$ cat src/rtl/core/sphere_triangle_subdivider_macros.svh
// ----------------------------------------------------------------------------
// Sphere triangle subdivider assertion macros
// Shared concurrent assertion forms on clk, disabled in rst.
// ----------------------------------------------------------------------------
`ifndef SPHERE_TRIANGLE_SUBDIVIDER_MACROS_SVH
`define SPHERE_TRIANGLE_SUBDIVIDER_MACROS_SVH

// Same-cycle implication.
`define STSUB_ASSERT_IMPL(lbl, ante, cons, msg) \
  lbl: assert property (@(posedge clk) disable iff (rst) (ante) |-> (cons)) \
    else $error(msg);

// Next-cycle implication.
`define STSUB_ASSERT_NEXT(lbl, ante, cons, msg) \
  lbl: assert property (@(posedge clk) disable iff (rst) (ante) |=> (cons)) \
    else $error(msg);

`endif

$ cat src/rtl/core/stsub_pkg.sv
`timescale 1ns / 1ps
// ----------------------------------------------------------------------------
// stsub_pkg
// Register map, vertex stack slot codes and slot selection tables.
// ----------------------------------------------------------------------------
package stsub_pkg;

  localparam int SLOTS = 6;
  localparam int LEVELS_W = 2;
  localparam int PADDR_W = 3;
  localparam logic [PADDR_W-1:0] REG_LEVELS_ADDR = 3'd0;

  // Per-level stack slots: the corners A, B, C, then the edge midpoints MA, MB, MC.
  typedef enum logic [2:0] {
    SLOT_A  = 3'd0,
    SLOT_B  = 3'd1,
    SLOT_C  = 3'd2,
    SLOT_MA = 3'd3,
    SLOT_MB = 3'd4,
    SLOT_MC = 3'd5
  } slot_t;

  // Corner j of child k: (A,B',C'), (B,C',A'), (C,A',B'), (B',A',C').
  function automatic slot_t child_slot(input logic [1:0] k, input logic [1:0] j);
    slot_t s;
    s = SLOT_A;
    unique case (k)
      2'd0: begin
        unique case (j)
          2'd0:    s = SLOT_A;
          2'd1:    s = SLOT_MB;
          default: s = SLOT_MC;
        endcase
      end
      2'd1: begin
        unique case (j)
          2'd0:    s = SLOT_B;
          2'd1:    s = SLOT_MC;
          default: s = SLOT_MA;
        endcase
      end
      2'd2: begin
        unique case (j)
          2'd0:    s = SLOT_C;
          2'd1:    s = SLOT_MA;
          default: s = SLOT_MB;
        endcase
      end
      default: begin
        unique case (j)
          2'd0:    s = SLOT_MB;
          2'd1:    s = SLOT_MA;
          default: s = SLOT_MC;
        endcase
      end
    endcase
    return s;
  endfunction

  // Midpoint j spans the edge opposite corner j.
  function automatic slot_t mid_p_slot(input logic [1:0] j);
    slot_t s;
    unique case (j)
      2'd0:    s = SLOT_B;
      2'd1:    s = SLOT_C;
      default: s = SLOT_A;
    endcase
    return s;
  endfunction

  function automatic slot_t mid_q_slot(input logic [1:0] j);
    slot_t s;
    unique case (j)
      2'd0:    s = SLOT_C;
      2'd1:    s = SLOT_A;
      default: s = SLOT_B;
    endcase
    return s;
  endfunction

  function automatic slot_t mid_dst_slot(input logic [1:0] j);
    slot_t s;
    unique case (j)
      2'd0:    s = SLOT_MA;
      2'd1:    s = SLOT_MB;
      default: s = SLOT_MC;
    endcase
    return s;
  endfunction

endpackage

$ cat src/rtl/core/stsub_if.sv
`timescale 1ns / 1ps
// ----------------------------------------------------------------------------
// stsub channel interfaces
// Triangle input channel and leaf triangle output channel.
// ----------------------------------------------------------------------------
interface stsub_tri_if #(parameter int COORD_WIDTH = 16);
  logic valid;
  logic ready;
  logic signed [COORD_WIDTH-1:0] in_a_x, in_a_y, in_a_z;
  logic signed [COORD_WIDTH-1:0] in_b_x, in_b_y, in_b_z;
  logic signed [COORD_WIDTH-1:0] in_c_x, in_c_y, in_c_z;

  modport source (output valid, in_a_x, in_a_y, in_a_z, in_b_x, in_b_y, in_b_z,
                  in_c_x, in_c_y, in_c_z, input ready);
  modport sink (input valid, in_a_x, in_a_y, in_a_z, in_b_x, in_b_y, in_b_z,
                in_c_x, in_c_y, in_c_z, output ready);
endinterface

interface stsub_leaf_if #(parameter int COORD_WIDTH = 16);
  logic valid;
  logic ready;
  logic signed [COORD_WIDTH-1:0] out_a_x, out_a_y, out_a_z;
  logic signed [COORD_WIDTH-1:0] out_b_x, out_b_y, out_b_z;
  logic signed [COORD_WIDTH-1:0] out_c_x, out_c_y, out_c_z;
  logic last_leaf;

  modport source (output valid, out_a_x, out_a_y, out_a_z, out_b_x, out_b_y, out_b_z,
                  out_c_x, out_c_y, out_c_z, last_leaf, input ready);
  modport sink (input valid, out_a_x, out_a_y, out_a_z, out_b_x, out_b_y, out_b_z,
                out_c_x, out_c_y, out_c_z, last_leaf, output ready);
endinterface

$ cat src/rtl/core/stsub_front.sv
`timescale 1ns / 1ps
// ----------------------------------------------------------------------------
// stsub_front
// Accepts triangles, fixes the subdivision depth and queues them as jobs.
// ----------------------------------------------------------------------------
module stsub_front #(
  parameter int COORD_WIDTH = 16,
  parameter int MAX_LEVELS  = 3
) (
  input  logic                                   clk,
  input  logic                                   rst,
  stsub_tri_if.sink                              tri_ch,
  input  logic [stsub_pkg::LEVELS_W-1:0]         levels,
  output logic                                   job_valid,
  input  logic                                   job_ready,
  output logic [9*COORD_WIDTH-1:0]               job_tri,
  output logic [$clog2(MAX_LEVELS+1)-1:0]        job_depth
);

  localparam int LVW = $clog2(MAX_LEVELS + 1);
  localparam int QDEPTH = 2;
  localparam int PW = $clog2(QDEPTH);

  logic [9*COORD_WIDTH-1:0] q_tri [QDEPTH];
  logic [LVW-1:0]           q_depth [QDEPTH];
  logic [PW-1:0]            wr_ptr;
  logic [PW-1:0]            rd_ptr;
  logic [PW:0]              count;
  logic                     push;
  logic                     pop;
  logic [LVW-1:0]           depth_in;

  // Depth beyond the supported range saturates.
  assign depth_in = (levels > stsub_pkg::LEVELS_W'(MAX_LEVELS)) ? LVW'(MAX_LEVELS)
                                                               : LVW'(levels);

  assign tri_ch.ready = (count != (PW+1)'(QDEPTH));
  assign push         = tri_ch.valid && tri_ch.ready;
  assign job_valid    = (count != '0);
  assign pop          = job_valid && job_ready;
  assign job_tri      = q_tri[rd_ptr];
  assign job_depth    = q_depth[rd_ptr];

  always_ff @(posedge clk) begin
    if (rst) begin
      wr_ptr <= '0;
      rd_ptr <= '0;
      count  <= '0;
    end else begin
      if (push) begin
        q_tri[wr_ptr]   <= {tri_ch.in_c_z, tri_ch.in_c_y, tri_ch.in_c_x,
                            tri_ch.in_b_z, tri_ch.in_b_y, tri_ch.in_b_x,
                            tri_ch.in_a_z, tri_ch.in_a_y, tri_ch.in_a_x};
        q_depth[wr_ptr] <= depth_in;
        wr_ptr          <= wr_ptr + 1'b1;
      end
      if (pop) begin
        rd_ptr <= rd_ptr + 1'b1;
      end
      count <= count + (PW+1)'(push) - (PW+1)'(pop);
    end
  end

endmodule

$ cat src/rtl/core/stsub_mid.sv
`timescale 1ns / 1ps
// ----------------------------------------------------------------------------
// stsub_mid
// Edge midpoint projected onto the unit sphere: sum of squares, bit-serial
// square root, then one restoring division per component; a zero-length sum is halved instead.
// ----------------------------------------------------------------------------
module stsub_mid #(
  parameter int COORD_WIDTH = 16
) (
  input  logic                     clk,
  input  logic                     rst,
  input  logic                     start,
  input  logic [3*COORD_WIDTH-1:0] p,
  input  logic [3*COORD_WIDTH-1:0] q,
  output logic                     done,
  output logic [3*COORD_WIDTH-1:0] m
);

  localparam int CW   = COORD_WIDTH;
  localparam int F    = CW - 2;
  localparam int R    = (CW > 16) ? CW - 16 : 0;
  localparam int AW   = CW + 1 - R;
  localparam int SW   = 2 * AW + 2;
  localparam int RW   = SW + 28;
  localparam int NW   = RW / 2;
  localparam int NUMW = AW + F + 15;
  localparam int QW   = CW;
  localparam int CNTW = $clog2(NW);

  typedef enum logic [2:0] {
    M_IDLE, M_ABS, M_SQ, M_CHK, M_SQRT, M_DLOAD, M_DIV, M_DSTORE
  } state_t;

  state_t                state;
  logic signed [CW:0]    sv [3];
  logic [AW-1:0]         av [3];
  logic [SW-1:0]         ssum;
  logic [RW-1:0]         rad;
  logic [NW:0]           srem;
  logic [NW-1:0]         root;
  logic [NW-1:0]         drem;
  logic [QW-1:0]         dlo;
  logic [1:0]            idx;
  logic [CNTW-1:0]       cnt;
  logic [CW-1:0]         res [3];

  logic [2*AW-1:0]       sq;
  logic [NW+1:0]         rem_t;
  logic [NW+1:0]         trial;
  logic                  s_ge;
  logic [NUMW-1:0]       num;
  logic [NW:0]           dt;
  logic                  d_ge;
  logic signed [CW+1:0]  sval;
  logic [CW:0]           mag [3];
  logic signed [CW:0]    half [3];

  localparam logic signed [CW+1:0] HI = (CW+2)'((1 << (CW - 1)) - 1);
  localparam logic signed [CW+1:0] LO = -HI - (CW+2)'(1);

  always_comb begin
    sq    = av[idx] * av[idx];
    rem_t = {srem[NW-1:0], rad[RW-1 -: 2]};
    trial = {root, 2'b01};
    s_ge  = (rem_t >= trial);
    num   = (NUMW'(av[idx]) << (F + 14)) + NUMW'(root[NW-1:1]);
    dt    = {drem, dlo[QW-1]};
    d_ge  = (dt >= {1'b0, root});
    sval  = sv[idx][CW] ? -$signed({2'b00, dlo}) : $signed({2'b00, dlo});
    for (int i = 0; i < 3; i++) begin
      mag[i]  = sv[i][CW] ? (CW+1)'(-sv[i]) : (CW+1)'(sv[i]);
      // Zero length: halve, rounding toward zero.
      half[i] = (sv[i] + $signed({{CW{1'b0}}, sv[i][CW]})) >>> 1;
    end
  end

  for (genvar g = 0; g < 3; g++) begin : g_out
    assign m[g*CW +: CW] = res[g];
  end

  always_ff @(posedge clk) begin
    if (rst) begin
      state <= M_IDLE;
      done  <= 1'b0;
      idx   <= '0;
      cnt   <= '0;
    end else begin
      done <= (state == M_CHK && ssum == '0) || (state == M_DSTORE && idx == 2'd2);
      unique case (state)
        M_IDLE: begin
          if (start) begin
            for (int i = 0; i < 3; i++) begin
              sv[i] <= $signed({p[i*CW+CW-1], p[i*CW +: CW]})
                     + $signed({q[i*CW+CW-1], q[i*CW +: CW]});
            end
            state <= M_ABS;
          end
        end
        M_ABS: begin
          for (int i = 0; i < 3; i++) begin
            av[i] <= AW'(mag[i] >> R);
          end
          ssum  <= '0;
          idx   <= '0;
          state <= M_SQ;
        end
        M_SQ: begin
          ssum <= ssum + SW'(sq);
          if (idx == 2'd2) begin
            idx   <= '0;
            state <= M_CHK;
          end else begin
            idx <= idx + 1'b1;
          end
        end
        M_CHK: begin
          if (ssum == '0) begin
            for (int i = 0; i < 3; i++) begin
              res[i] <= half[i][CW-1:0];
            end
            state <= M_IDLE;
          end else begin
            rad   <= RW'(ssum) << 28;
            srem  <= '0;
            root  <= '0;
            cnt   <= '0;
            state <= M_SQRT;
          end
        end
        M_SQRT: begin
          rad <= rad << 2;
          if (s_ge) begin
            srem <= (NW+1)'(rem_t - trial);
            root <= {root[NW-2:0], 1'b1};
          end else begin
            srem <= (NW+1)'(rem_t);
            root <= {root[NW-2:0], 1'b0};
          end
          if (cnt == CNTW'(NW - 1)) begin
            idx   <= '0;
            state <= M_DLOAD;
          end else begin
            cnt <= cnt + 1'b1;
          end
        end
        M_DLOAD: begin
          drem  <= NW'(num >> QW);
          dlo   <= num[QW-1:0];
          cnt   <= '0;
          state <= M_DIV;
        end
        M_DIV: begin
          drem <= d_ge ? NW'(dt - {1'b0, root}) : NW'(dt);
          dlo  <= {dlo[QW-2:0], d_ge};
          if (cnt == CNTW'(QW - 1)) begin
            state <= M_DSTORE;
          end else begin
            cnt <= cnt + 1'b1;
          end
        end
        M_DSTORE: begin
          if (sval > HI) begin
            res[idx] <= HI[CW-1:0];
          end else if (sval < LO) begin
            res[idx] <= LO[CW-1:0];
          end else begin
            res[idx] <= sval[CW-1:0];
          end
          if (idx == 2'd2) begin
            state <= M_IDLE;
          end else begin
            idx   <= idx + 1'b1;
            state <= M_DLOAD;
          end
        end
        default: state <= M_IDLE;
      endcase
    end
  end

endmodule

$ cat src/rtl/core/stsub_back.sv
`timescale 1ns / 1ps
// ----------------------------------------------------------------------------
// stsub_back
// Depth-first walk over the subdivision tree on a vertex stack memory,
// driving the midpoint unit and the leaf output register.
// ----------------------------------------------------------------------------
`include "sphere_triangle_subdivider_macros.svh"

module stsub_back #(
  parameter int COORD_WIDTH = 16,
  parameter int MAX_LEVELS  = 3
) (
  input  logic                                   clk,
  input  logic                                   rst,
  input  logic                                   job_valid,
  output logic                                   job_ready,
  input  logic [9*COORD_WIDTH-1:0]               job_tri,
  input  logic [$clog2(MAX_LEVELS+1)-1:0]        job_depth,
  output logic                                   mid_start,
  output logic [3*COORD_WIDTH-1:0]               mid_p,
  output logic [3*COORD_WIDTH-1:0]               mid_q,
  input  logic                                   mid_done,
  input  logic [3*COORD_WIDTH-1:0]               mid_m,
  stsub_leaf_if.source                           leaf_ch
);

  localparam int CW    = COORD_WIDTH;
  localparam int VW    = 3 * CW;
  localparam int LVW   = $clog2(MAX_LEVELS + 1);
  localparam int DEPTH = (MAX_LEVELS + 1) * stsub_pkg::SLOTS;
  localparam int MAW   = $clog2(DEPTH);

  typedef enum logic [3:0] {
    B_IDLE, B_LOAD, B_NODE, B_MID_P, B_MID_Q, B_MID_GO, B_MID_WAIT,
    B_CH_RD, B_CH_WR, B_LF_RD, B_LF_CAP, B_EMIT, B_POP
  } state_t;

  function automatic logic [MAW-1:0] slot_addr(input logic [LVW-1:0] lvl,
                                               input stsub_pkg::slot_t s);
    return MAW'(int'(lvl) * stsub_pkg::SLOTS + int'(s));
  endfunction

  logic [VW-1:0]     mem [DEPTH];
  logic [VW-1:0]     rdata;
  logic              wr_en;
  logic [MAW-1:0]    wr_addr;
  logic [VW-1:0]     wr_data;
  logic              rd_en;
  logic [MAW-1:0]    rd_addr;

  state_t            state;
  logic [LVW-1:0]    cur;
  logic [LVW-1:0]    cur_m1;
  logic [LVW-1:0]    depth;
  logic [1:0]        j;
  logic [1:0]        child_idx [MAX_LEVELS+1];
  logic [9*CW-1:0]   item;
  logic [VW-1:0]     p_vec;
  logic [VW-1:0]     leaf [3];
  logic [VW-1:0]     out_v [3];
  logic              out_valid;
  logic              out_last;
  logic              emit_ok;
  logic              last_flag;
  stsub_pkg::slot_t  j_slot;

  assign cur_m1    = cur - 1'b1;
  assign emit_ok   = !out_valid || leaf_ch.ready;
  assign job_ready = (state == B_IDLE);
  assign mid_start = (state == B_MID_GO);
  assign mid_p     = p_vec;
  assign mid_q     = rdata;
  assign j_slot    = stsub_pkg::slot_t'({1'b0, j});

  // Last leaf: every ancestor is on its fourth child.
  always_comb begin
    last_flag = 1'b1;
    for (int d = 0; d < MAX_LEVELS; d++) begin
      if (LVW'(d) < cur && child_idx[d] != 2'd3) begin
        last_flag = 1'b0;
      end
    end
  end

  always_comb begin
    wr_en   = 1'b0;
    wr_addr = '0;
    wr_data = rdata;
    rd_en   = 1'b0;
    rd_addr = '0;
    unique case (state)
      B_LOAD: begin
        wr_en   = 1'b1;
        wr_addr = slot_addr('0, j_slot);
        wr_data = item[j*VW +: VW];
      end
      B_MID_P: begin
        rd_en   = 1'b1;
        rd_addr = slot_addr(cur, stsub_pkg::mid_p_slot(j));
      end
      B_MID_Q: begin
        rd_en   = 1'b1;
        rd_addr = slot_addr(cur, stsub_pkg::mid_q_slot(j));
      end
      B_MID_WAIT: begin
        wr_en   = mid_done;
        wr_addr = slot_addr(cur, stsub_pkg::mid_dst_slot(j));
        wr_data = mid_m;
      end
      B_CH_RD: begin
        rd_en   = 1'b1;
        rd_addr = slot_addr(cur, stsub_pkg::child_slot(child_idx[cur], j));
      end
      B_CH_WR: begin
        wr_en   = 1'b1;
        wr_addr = slot_addr(cur + 1'b1, j_slot);
      end
      B_LF_RD: begin
        rd_en   = 1'b1;
        rd_addr = slot_addr(cur, j_slot);
      end
      default: begin
        wr_en = 1'b0;
      end
    endcase
  end

  always_ff @(posedge clk) begin
    if (wr_en) begin
      mem[wr_addr] <= wr_data;
    end
    if (rd_en) begin
      rdata <= mem[rd_addr];
    end
  end

  always_ff @(posedge clk) begin
    if (rst) begin
      state     <= B_IDLE;
      cur       <= '0;
      depth     <= '0;
      j         <= '0;
      out_valid <= 1'b0;
      for (int d = 0; d <= MAX_LEVELS; d++) begin
        child_idx[d] <= '0;
      end
    end else begin
      if (leaf_ch.ready && !(state == B_EMIT && emit_ok)) begin
        out_valid <= 1'b0;
      end
      unique case (state)
        B_IDLE: begin
          if (job_valid) begin
            item  <= job_tri;
            depth <= job_depth;
            j     <= '0;
            state <= B_LOAD;
          end
        end
        B_LOAD: begin
          if (j == 2'd2) begin
            j     <= '0;
            cur   <= '0;
            state <= B_NODE;
          end else begin
            j <= j + 1'b1;
          end
        end
        B_NODE: begin
          j     <= '0;
          state <= (cur == depth) ? B_LF_RD : B_MID_P;
        end
        B_MID_P: state <= B_MID_Q;
        B_MID_Q: begin
          p_vec <= rdata;
          state <= B_MID_GO;
        end
        B_MID_GO: state <= B_MID_WAIT;
        B_MID_WAIT: begin
          if (mid_done) begin
            if (j == 2'd2) begin
              j              <= '0;
              child_idx[cur] <= '0;
              state          <= B_CH_RD;
            end else begin
              j     <= j + 1'b1;
              state <= B_MID_P;
            end
          end
        end
        B_CH_RD: state <= B_CH_WR;
        B_CH_WR: begin
          if (j == 2'd2) begin
            j     <= '0;
            cur   <= cur + 1'b1;
            state <= B_NODE;
          end else begin
            j     <= j + 1'b1;
            state <= B_CH_RD;
          end
        end
        B_LF_RD: state <= B_LF_CAP;
        B_LF_CAP: begin
          leaf[j] <= rdata;
          if (j == 2'd2) begin
            state <= B_EMIT;
          end else begin
            j     <= j + 1'b1;
            state <= B_LF_RD;
          end
        end
        B_EMIT: begin
          if (emit_ok) begin
            out_v     <= leaf;
            out_last  <= last_flag;
            out_valid <= 1'b1;
            state     <= B_POP;
          end
        end
        B_POP: begin
          // At the root, finish; else climb to the parent and advance to its next child or keep climbing.
          if (cur == '0) begin
            state <= B_IDLE;
          end else if (child_idx[cur_m1] == 2'd3) begin
            cur <= cur_m1;
          end else begin
            child_idx[cur_m1] <= child_idx[cur_m1] + 1'b1;
            cur               <= cur_m1;
            j                 <= '0;
            state             <= B_CH_RD;
          end
        end
        default: state <= B_IDLE;
      endcase
    end
  end

  assign leaf_ch.valid     = out_valid;
  assign leaf_ch.last_leaf = out_last;
  assign leaf_ch.out_a_x   = out_v[0][0*CW +: CW];
  assign leaf_ch.out_a_y   = out_v[0][1*CW +: CW];
  assign leaf_ch.out_a_z   = out_v[0][2*CW +: CW];
  assign leaf_ch.out_b_x   = out_v[1][0*CW +: CW];
  assign leaf_ch.out_b_y   = out_v[1][1*CW +: CW];
  assign leaf_ch.out_b_z   = out_v[1][2*CW +: CW];
  assign leaf_ch.out_c_x   = out_v[2][0*CW +: CW];
  assign leaf_ch.out_c_y   = out_v[2][1*CW +: CW];
  assign leaf_ch.out_c_z   = out_v[2][2*CW +: CW];

  `STSUB_ASSERT_IMPL(a_cur_in_range, state != B_IDLE, cur <= depth, "walk level past depth")
  `STSUB_ASSERT_IMPL(a_mid_done_wait, mid_done, state == B_MID_WAIT, "stray midpoint result")
  `STSUB_ASSERT_NEXT(a_emit_loads, state == B_EMIT && emit_ok, out_valid && state == B_POP, "leaf not loaded")

endmodule

$ cat src/rtl/core/sphere_triangle_subdivider.sv
`timescale 1ns / 1ps
// ----------------------------------------------------------------------------
// sphere_triangle_subdivider
// Icosphere midpoint subdivision of one triangle into 4^levels leaves.
// ----------------------------------------------------------------------------
// A triangle taken on tri_ch is split 'levels' times (saturated to MAX_LEVELS);
// leaves leave on leaf_ch depth first, the final one flagged by last_leaf.
// Triangles queue in a two-entry job queue while the walker works. The walk
// is serial over one midpoint unit: each midpoint takes a bit-serial square
// root of NW = COORD_WIDTH-R+16 bits (R = max(0,COORD_WIDTH-16)), then a
// restoring division of QW = COORD_WIDTH bits per component. L levels need 4^L-1
// midpoints, plus child setup per split node, leaf reads and output per leaf
// (held while leaf_ch is not ready), unwinding per tree node and loading of
// the triangle. The user must write the levels register (APB offset 0) only
// while the block is idle; the block itself does not enforce this.
// ----------------------------------------------------------------------------
module sphere_triangle_subdivider #(
  parameter int COORD_WIDTH = 16,
  parameter int MAX_LEVELS  = 3
) (
  input  logic                             clk,
  input  logic                             rst,
  stsub_tri_if.sink                        tri_ch,
  stsub_leaf_if.source                     leaf_ch,
  input  logic                             psel,
  input  logic                             penable,
  input  logic                             pwrite,
  input  logic [stsub_pkg::PADDR_W-1:0]    paddr,
  input  logic [31:0]                      pwdata,
  output logic [31:0]                      prdata,
  output logic                             pready
);

  localparam int LVW = $clog2(MAX_LEVELS + 1);

  logic [stsub_pkg::LEVELS_W-1:0] levels;
  logic                           job_valid;
  logic                           job_ready;
  logic [9*COORD_WIDTH-1:0]       job_tri;
  logic [LVW-1:0]                 job_depth;
  logic                           mid_start;
  logic                           mid_done;
  logic [3*COORD_WIDTH-1:0]       mid_p;
  logic [3*COORD_WIDTH-1:0]       mid_q;
  logic [3*COORD_WIDTH-1:0]       mid_m;

  assign pready = 1'b1;
  assign prdata = (paddr == stsub_pkg::REG_LEVELS_ADDR) ? 32'(levels) : 32'd0;

  always_ff @(posedge clk) begin
    if (rst) begin
      levels <= '0;
    end else if (psel && penable && pwrite && pready &&
                 paddr == stsub_pkg::REG_LEVELS_ADDR) begin
      levels <= pwdata[stsub_pkg::LEVELS_W-1:0];
    end
  end

  stsub_front #(
    .COORD_WIDTH (COORD_WIDTH),
    .MAX_LEVELS  (MAX_LEVELS)
  ) u_front (
    .clk       (clk),
    .rst       (rst),
    .tri_ch    (tri_ch),
    .levels    (levels),
    .job_valid (job_valid),
    .job_ready (job_ready),
    .job_tri   (job_tri),
    .job_depth (job_depth)
  );

  stsub_mid #(
    .COORD_WIDTH (COORD_WIDTH)
  ) u_mid (
    .clk   (clk),
    .rst   (rst),
    .start (mid_start),
    .p     (mid_p),
    .q     (mid_q),
    .done  (mid_done),
    .m     (mid_m)
  );

  stsub_back #(
    .COORD_WIDTH (COORD_WIDTH),
    .MAX_LEVELS  (MAX_LEVELS)
  ) u_back (
    .clk       (clk),
    .rst       (rst),
    .job_valid (job_valid),
    .job_ready (job_ready),
    .job_tri   (job_tri),
    .job_depth (job_depth),
    .mid_start (mid_start),
    .mid_p     (mid_p),
    .mid_q     (mid_q),
    .mid_done  (mid_done),
    .mid_m     (mid_m),
    .leaf_ch   (leaf_ch)
  );

endmodule

$ cat src/flat_wrapper.sv
// flat-port wrapper written by rule: the top's interface ports become plain ports
module sphere_triangle_subdivider_flat 
#(
  parameter int COORD_WIDTH = 16,
  parameter int MAX_LEVELS  = 3
)
  (clk, rst, psel, penable, pwrite, paddr, pwdata, prdata, pready, tri_ch_valid, tri_ch_in_a_x, tri_ch_in_a_y, tri_ch_in_a_z, tri_ch_in_b_x, tri_ch_in_b_y, tri_ch_in_b_z, tri_ch_in_c_x, tri_ch_in_c_y, tri_ch_in_c_z, tri_ch_ready, leaf_ch_valid, leaf_ch_out_a_x, leaf_ch_out_a_y, leaf_ch_out_a_z, leaf_ch_out_b_x, leaf_ch_out_b_y, leaf_ch_out_b_z, leaf_ch_out_c_x, leaf_ch_out_c_y, leaf_ch_out_c_z, leaf_ch_last_leaf, leaf_ch_ready);
  stsub_tri_if #(.COORD_WIDTH(COORD_WIDTH)) tri_ch_i ();
  stsub_leaf_if #(.COORD_WIDTH(COORD_WIDTH)) leaf_ch_i ();
  input  logic clk;
  input  logic rst;
  input  logic psel;
  input  logic penable;
  input  logic pwrite;
  input  logic [stsub_pkg::PADDR_W-1:0] paddr;
  input  logic [31:0] pwdata;
  output logic [31:0] prdata;
  output logic pready;
  input wire logic [$bits(tri_ch_i.valid)-1:0] tri_ch_valid;
  input wire logic [$bits(tri_ch_i.in_a_x)-1:0] tri_ch_in_a_x;
  input wire logic [$bits(tri_ch_i.in_a_y)-1:0] tri_ch_in_a_y;
  input wire logic [$bits(tri_ch_i.in_a_z)-1:0] tri_ch_in_a_z;
  input wire logic [$bits(tri_ch_i.in_b_x)-1:0] tri_ch_in_b_x;
  input wire logic [$bits(tri_ch_i.in_b_y)-1:0] tri_ch_in_b_y;
  input wire logic [$bits(tri_ch_i.in_b_z)-1:0] tri_ch_in_b_z;
  input wire logic [$bits(tri_ch_i.in_c_x)-1:0] tri_ch_in_c_x;
  input wire logic [$bits(tri_ch_i.in_c_y)-1:0] tri_ch_in_c_y;
  input wire logic [$bits(tri_ch_i.in_c_z)-1:0] tri_ch_in_c_z;
  output wire logic [$bits(tri_ch_i.ready)-1:0] tri_ch_ready;
  output wire logic [$bits(leaf_ch_i.valid)-1:0] leaf_ch_valid;
  output wire logic [$bits(leaf_ch_i.out_a_x)-1:0] leaf_ch_out_a_x;
  output wire logic [$bits(leaf_ch_i.out_a_y)-1:0] leaf_ch_out_a_y;
  output wire logic [$bits(leaf_ch_i.out_a_z)-1:0] leaf_ch_out_a_z;
  output wire logic [$bits(leaf_ch_i.out_b_x)-1:0] leaf_ch_out_b_x;
  output wire logic [$bits(leaf_ch_i.out_b_y)-1:0] leaf_ch_out_b_y;
  output wire logic [$bits(leaf_ch_i.out_b_z)-1:0] leaf_ch_out_b_z;
  output wire logic [$bits(leaf_ch_i.out_c_x)-1:0] leaf_ch_out_c_x;
  output wire logic [$bits(leaf_ch_i.out_c_y)-1:0] leaf_ch_out_c_y;
  output wire logic [$bits(leaf_ch_i.out_c_z)-1:0] leaf_ch_out_c_z;
  output wire logic [$bits(leaf_ch_i.last_leaf)-1:0] leaf_ch_last_leaf;
  input wire logic [$bits(leaf_ch_i.ready)-1:0] leaf_ch_ready;
  assign tri_ch_i.valid = tri_ch_valid;
  assign tri_ch_i.in_a_x = tri_ch_in_a_x;
  assign tri_ch_i.in_a_y = tri_ch_in_a_y;
  assign tri_ch_i.in_a_z = tri_ch_in_a_z;
  assign tri_ch_i.in_b_x = tri_ch_in_b_x;
  assign tri_ch_i.in_b_y = tri_ch_in_b_y;
  assign tri_ch_i.in_b_z = tri_ch_in_b_z;
  assign tri_ch_i.in_c_x = tri_ch_in_c_x;
  assign tri_ch_i.in_c_y = tri_ch_in_c_y;
  assign tri_ch_i.in_c_z = tri_ch_in_c_z;
  assign tri_ch_ready = tri_ch_i.ready;
  assign leaf_ch_valid = leaf_ch_i.valid;
  assign leaf_ch_out_a_x = leaf_ch_i.out_a_x;
  assign leaf_ch_out_a_y = leaf_ch_i.out_a_y;
  assign leaf_ch_out_a_z = leaf_ch_i.out_a_z;
  assign leaf_ch_out_b_x = leaf_ch_i.out_b_x;
  assign leaf_ch_out_b_y = leaf_ch_i.out_b_y;
  assign leaf_ch_out_b_z = leaf_ch_i.out_b_z;
  assign leaf_ch_out_c_x = leaf_ch_i.out_c_x;
  assign leaf_ch_out_c_y = leaf_ch_i.out_c_y;
  assign leaf_ch_out_c_z = leaf_ch_i.out_c_z;
  assign leaf_ch_last_leaf = leaf_ch_i.last_leaf;
  assign leaf_ch_i.ready = leaf_ch_ready;
  sphere_triangle_subdivider #(.COORD_WIDTH(COORD_WIDTH), .MAX_LEVELS(MAX_LEVELS)) u_core (.clk(clk), .rst(rst), .tri_ch(tri_ch_i), .leaf_ch(leaf_ch_i), .psel(psel), .penable(penable), .pwrite(pwrite), .paddr(paddr), .pwdata(pwdata), .prdata(prdata), .pready(pready));
endmodule
$ cat config.mk
export PLATFORM = sky130hd
export DESIGN_NAME = sphere_triangle_subdivider_flat
export DESIGN_NICKNAME = d
export VERILOG_FILES = /design/src/rtl/core/stsub_pkg.sv /design/src/rtl/core/stsub_if.sv /design/src/rtl/core/stsub_front.sv /design/src/rtl/core/stsub_mid.sv /design/src/rtl/core/stsub_back.sv /design/src/rtl/core/sphere_triangle_subdivider.sv /design/src/flat_wrapper.sv
export VERILOG_INCLUDE_DIRS = /design/src /design/src/rtl/core
export SDC_FILE = /design/constraint.sdc
export NUM_CORES = 2
export LEC_CHECK = 0
export BUFFER_PORTS_ARGS = -buffer_cell sky130_fd_sc_hd__buf_4
export CAP_MARGIN = 30
export CORE_UTILIZATION = 42
export DETAILED_ROUTE_END_ITERATION = 6
export HOLD_SLACK_MARGIN = 0.15
export PLACE_DENSITY_LB_ADDON = 0.15
export SLEW_MARGIN = 20
export SYNTH_ARGS = -nofsm -noshare
export SYNTH_HDL_FRONTEND = slang
export SYNTH_SLANG_ARGS = --single-unit
$ cat constraint.sdc
create_clock -name clk -period 18.4 [get_ports clk]
set_clock_uncertainty 0.05 [all_clocks]
set_input_delay 1.84 -clock clk [delete_from_list [all_inputs] [get_ports clk]]
set_output_delay 1.84 -clock clk [all_outputs]
set_load 0.02 [all_outputs]
# == Word-level counts from Yosys, hierarchy flattened ==
# Memories as Yosys holds them, arrays and structs flattened. A register that Yosys moved wholly into a read port is not among the register bits.
# Cells that the tools add are included.
# op_classes
order_cmp,10
reduce_logical,52
muxes,138
n_eq_ne,49
add_sub_neg,30
n_bitwise,4
mul,4
shifts,1
# op_table
operator,n
$pmux 32 s2,3
$bwmux 144,1
$shiftx 144x9->48,1
$mux 32,4
$pmux 64 s2,1
$demux 48 s2,1
$pmux 48 s2,1
$pmux 36 s2,1
$mux 64,1
$sub 32x32->32,2
$mux 2,26
$pmux 4 s13,1
$add 16x16->17,3
$add 17x2->17,3
$mux 1,51
$mux 17,3
$neg 17->17,3
$mux 16,3
$mux 48,1
$add 45x31->46,1
$pmux 5 s4,2
$add 36x34->36,1
$logic_not 36->1,1
$mux 3,12
69 further kinds,161
# totals
input_bits,186
mem_bits_rw,1602
memories,7
regBits,575
# mem_list
name,words,word_bits,rd,rd_ports_with_merged_regs,write_ports,line_no,text
u_core.u_back.mem,24,48,1,1,1,stsub_back.sv:43,logic [VW-1:0] mem [DEPTH];
u_core.u_front.q_tri,2,144,1,1,1,stsub_front.sv:24,logic [9*COORD_WIDTH-1:0] q_tri [QDEPTH];
u_core.u_mid.av,3,17,1,1,3,stsub_mid.sv:36,logic [AW-1:0] av [3];
u_core.u_mid.sv,3,17,4,1,3,stsub_mid.sv:35,logic signed [CW:0] sv [3];
u_core.u_mid.res,3,16,3,0,3,stsub_mid.sv:45,logic [CW-1:0] res [3];
u_core.u_back.child_idx,4,2,5,1,4,stsub_back.sv:56,logic [1:0] child_idx [MAX_LEVELS+1];
1 more memories,--,--,--,--,--,--,

# == Logic depth before layout (Yosys ltp) ==
# depth
word_depth,12
mapped_depth,29

# == Cells and area by module ==
# A second synthesis with hierarchy kept.
# hier_totals
cells_unflattened,7088
hier_area_um2,105577.5
# modules_own_cells
module,instances,cells_per_inst,area_each_um2
stsub_back,1,3313,63596.0
stsub_mid,1,3251,30769.5
stsub_front,1,479,10850.4
sphere_triangle_subdivider,1,45,361.6

# == Least setup slack after synthesis ==
# Ideal clock, no wire load.
# synth_path
path_kind,in2reg
start,input port rst
end,"memory u_core.u_front.q_depth[1][0] in the netlist's numbering, enable pin"
setup_time_ps,860
stages,3
path_slack_ps,4650
arrival_ps,12840
cell_sequence,clkbuf_1 -> clkbuf_1 -> nor3b_1
# synth_via
elab_chain_len,2
# synth_lines
element,line_no,text
start: declaration,flat_wrapper.sv:11,input logic rst;
$mux 1,stsub_front.sv:45,if (rst) begin
$mux 1 (not written as such),stsub_front.sv:54,q_depth[wr_ptr] <= depth_in;
end: declaration,stsub_front.sv:25,logic [LVW-1:0] q_depth [QDEPTH];
# Every way passes these cells.

==> reports/metrics.cfg <==
[status]
outcome=complete, no violations

[worst_setup_path]
critPathCaptureType=flop
cp-start-kind=flop
reg2reg_depth=25
cp.required_ps=18940
arrival_ps=9140
worstPathMaxFanout=18
critPathKind=flop to flop
r2r_end=u_core.u_mid.ssum[29]
r2r_setup_slack_ps=9800

[cts]
cts_hold_buf=0
postCtsSetupBuffers=0
postCtsResizedCells=0
cts.sinks=2347
clk_latency_ps=910
clock_path_buffers=3
root_buffer=clkbuf_16
numCtsBuffers=238
cts_tree=built
cts.clk_slew.worst_paths_ps=60
h-tree-depth=4

[detailed_routing]
drt_pass1_iterations=5
drt_iter0_markers=6131
drt-total-wl_um=300000
ant_nets=0
wire_per_inst_um=24.7
vias_per_cell=5.45
drc=0
dr_total_vias=66097

[placement]
io_buffers=304
gp_congestion=0.864
dp_cells=11675
dp_slack_ps=9810
hpwl_um=186000

[hold_path]
holdPathStages=0
hold_start=u_core.u_back.leaf[105]
hp-class=flop to flop
holdPathEnd=u_core.u_back.leaf_ch.out_a_x[9]

[logic_synthesis]
ys.warnings.count=0
ys_ff_latch=2347
yosysTopAreaCellShare=0.650
ys_top_cells_by_area=edfxtp_1 (65%), nand2_1 (5.6%), fa_1 (4.3%)
avgSynthCellArea_um2=12.9
synth-seq-area-share=0.656
synth-edff-count=2315
yosysUniqueCellTypes=93
synthCells=8276
synthFlopType=edfxtp_1
syn_area_mm2=0.107
postSynth.asyncResetShare=0
synth_top_area_cell=edfxtp_1

[floorplan]
die_w_um=507
row_count=184
core-area_mm2=0.252
die_h_um=507
start_util=0.424
die_area_mm2=0.257
ios=366

[finish]
fin_cells=12131
layout-drive-gt1-share=0.127
layout.nets=9247
syn_to_final_growth_pct=13.3

[timing]
tightest_slew_ps=1120
slew_headroom=0.253
finalSetupViolations=0
rsz0062_at_grt=no
report.final.hold_viol_count=0
period_minus_slack_ps=8600
final_max_slew_viol_count=0
period_share=0.467
fmax_mhz=116
worst_slack_ps=9800
totalNegativeSetupSlack_ps=0

[power]
max-vdd-ir-drop_uv=108
power_density_mw_per_mm2=114
p_leak_nw=43.7

[global_routing]
grt_pass1_wl_um=438000
grt_pass1_vias=64815
antenna_found_initial=13
grtUsageTotal=0.231
grt_overflow=0
grt_max_degree=179

[flow_run]
maxCapViolations=0

[cells in the final DEF (no fill, tap or decap), types with 36 or more instances in the layout]
master	synthesis	final
a2111oi_2	48	48
a21boi_0	55	55
a21o_1	64	64
a21oi_1	264	263
a22oi_1	61	61
a311oi_1	147	147
a31oi_1	77	77
and3_1	124	124
buf_4	42	464
clkbuf_1	328	48
clkbuf_16	0	239
clkinv_1	4	69
clkinv_2	0	46
edfxtp_1	2315	2315
fa_1	229	229
ha_1	262	262
inv_1	479	479
mux2_2	149	149
mux2i_1	94	94
nand2_1	1608	1606
nand3_1	457	457
nor2_1	405	376
nor3_1	77	73
o21a_1	38	36
o21ai_0	186	136
o21ai_1	31	73
xnor2_1	166	166
xor2_1	68	68
[cells in the mapped netlist (28+ instances only)]
library cell  count
nand2_1        1608
ha_1            262
buf_4            42
a2111oi_2        48
buf_1            29
xor2_1           68
edfxtp_1       2315
nand2b_1         32
mux2i_1          94
buf_2            49
o21a_1           38
a211oi_1         33
a21boi_0         55
a311oi_1        147
a21oi_1         264
a22oi_1          61
mux2_2          149
a31oi_1          77
or3_1            36
o21ai_0         186
nand3_1         457
o21ai_1          31
dfxtp_1          32
xnor2_1         166
nor3_1           77
fa_1            229
inv_1           479
nor2_1          405
a21o_1           64
and3_1          124
nor2b_1          31
clkbuf_1        328
nor4_1           28
[layout make-up]
class | count | area, um2
antenna | 4 | 10.0
clock buffer | 287 | 6160
clock inverter | 162 | 1560
fill | 22339 | 131000
inverter | 484 | 1820
multi-input combinational | 5022 | 33500
sequential | 2347 | 70200
tap | 3348 | 4190
timing repair buffer | 477 | 3740
[where the power goes]
part	internal, mW	switching, mW	total, mW	leakage (nW)
Combinational	0.715	1.59	2.30	18.7
Sequential	6.60	0.165	6.76	21.2
Clock	2.66	2.11	4.77	3.73
Total	9.97	3.86	13.8	43.7
[worst max-delay path, cell delays in order, from the launching register on]
cell      delay, ps
dfxtp_1         300
buf_4           290
mux2i_1         220
o21a_1          530
clkinv_1        640
nand2_1         300
inv_1           100
fa_1            540
inv_1            50
fa_1            470
fa_1            510
inv_1            50
fa_1            460
fa_1            550
inv_1            50
fa_1            520
inv_1            40
ha_1            340
and3_1          170
a22o_1          260
a221o_1         340
nor4_1          310
o21ai_0         350
a21boi_0        440
o21ai_0         190
a31o_2          260
[metrics by stage]
step,util,cell area (um2),total power [mW],hold WS (ps)
6_report,0.480,121000,13.8,357
5_1_grt,0.480,121000,14.3,360
4_1_cts,0.480,121000,13.9,353
3_5_place_dp,0.449,113000,9.19,355
3_3_place_gp,0.449,113000,9.13,351
2_1_floorplan,-,107000,8.25,350
[how the worst max path moves through the flow]
stage,start,end,cells past startpoint
2_1_floorplan,rst,u_core.u_front.q_depth[1][0],3
3_3_place_gp,flop,u_core.u_mid.ssum[29],25
3_5_place_dp,flop,u_core.u_mid.ssum[34],24
4_1_cts,flop,u_core.u_mid.ssum[34],24
5_1_grt,flop,u_core.u_mid.ssum[35],26
6_report,flop,u_core.u_mid.ssum[29],25
[state kept, by name, indices dropped and copies added (netlist names), 32 cells and up, named ones only]
name	count
u_core.u_back.item	144
u_core.u_back.leaf	144
u_core.u_back.mem	1152
u_core.u_back.mid_p	48
u_core.u_back.mid_q	48
u_core.u_front.q_tri	288
u_core.u_mid.av	51
u_core.u_mid.drem	32
u_core.u_mid.rad	36
u_core.u_mid.res	48
u_core.u_mid.root	32
u_core.u_mid.srem	32
u_core.u_mid.ssum	36
u_core.u_mid.sv	51
[logic make-up (layout without fill, tap and decap cells)]
kind of cell	Yosys count	in the layout	synth area share
and+or+nand+nor	2896	2896	0.117
DFF	2347	2347	0.656
AOI/OAI and AO/OA	1123	1123	0.0737
buffers and inverters	936	1410	0.0353
adders and majority gates	491	491	0.0735
muxes	247	247	0.0253
xor gates and xnor gates	234	234	0.0192
other	2	35	0.0000702
[metal layers]
layer,part of all wire,track usage,up-vias
met5,0,0,-
met4,0.037,0.0832,0
met3,0.056,0.0323,451
met2,0.48,0.381,1950
met1,0.43,0.312,33292
li1,-,-,30404
Power figures use the tool's default switching activity.
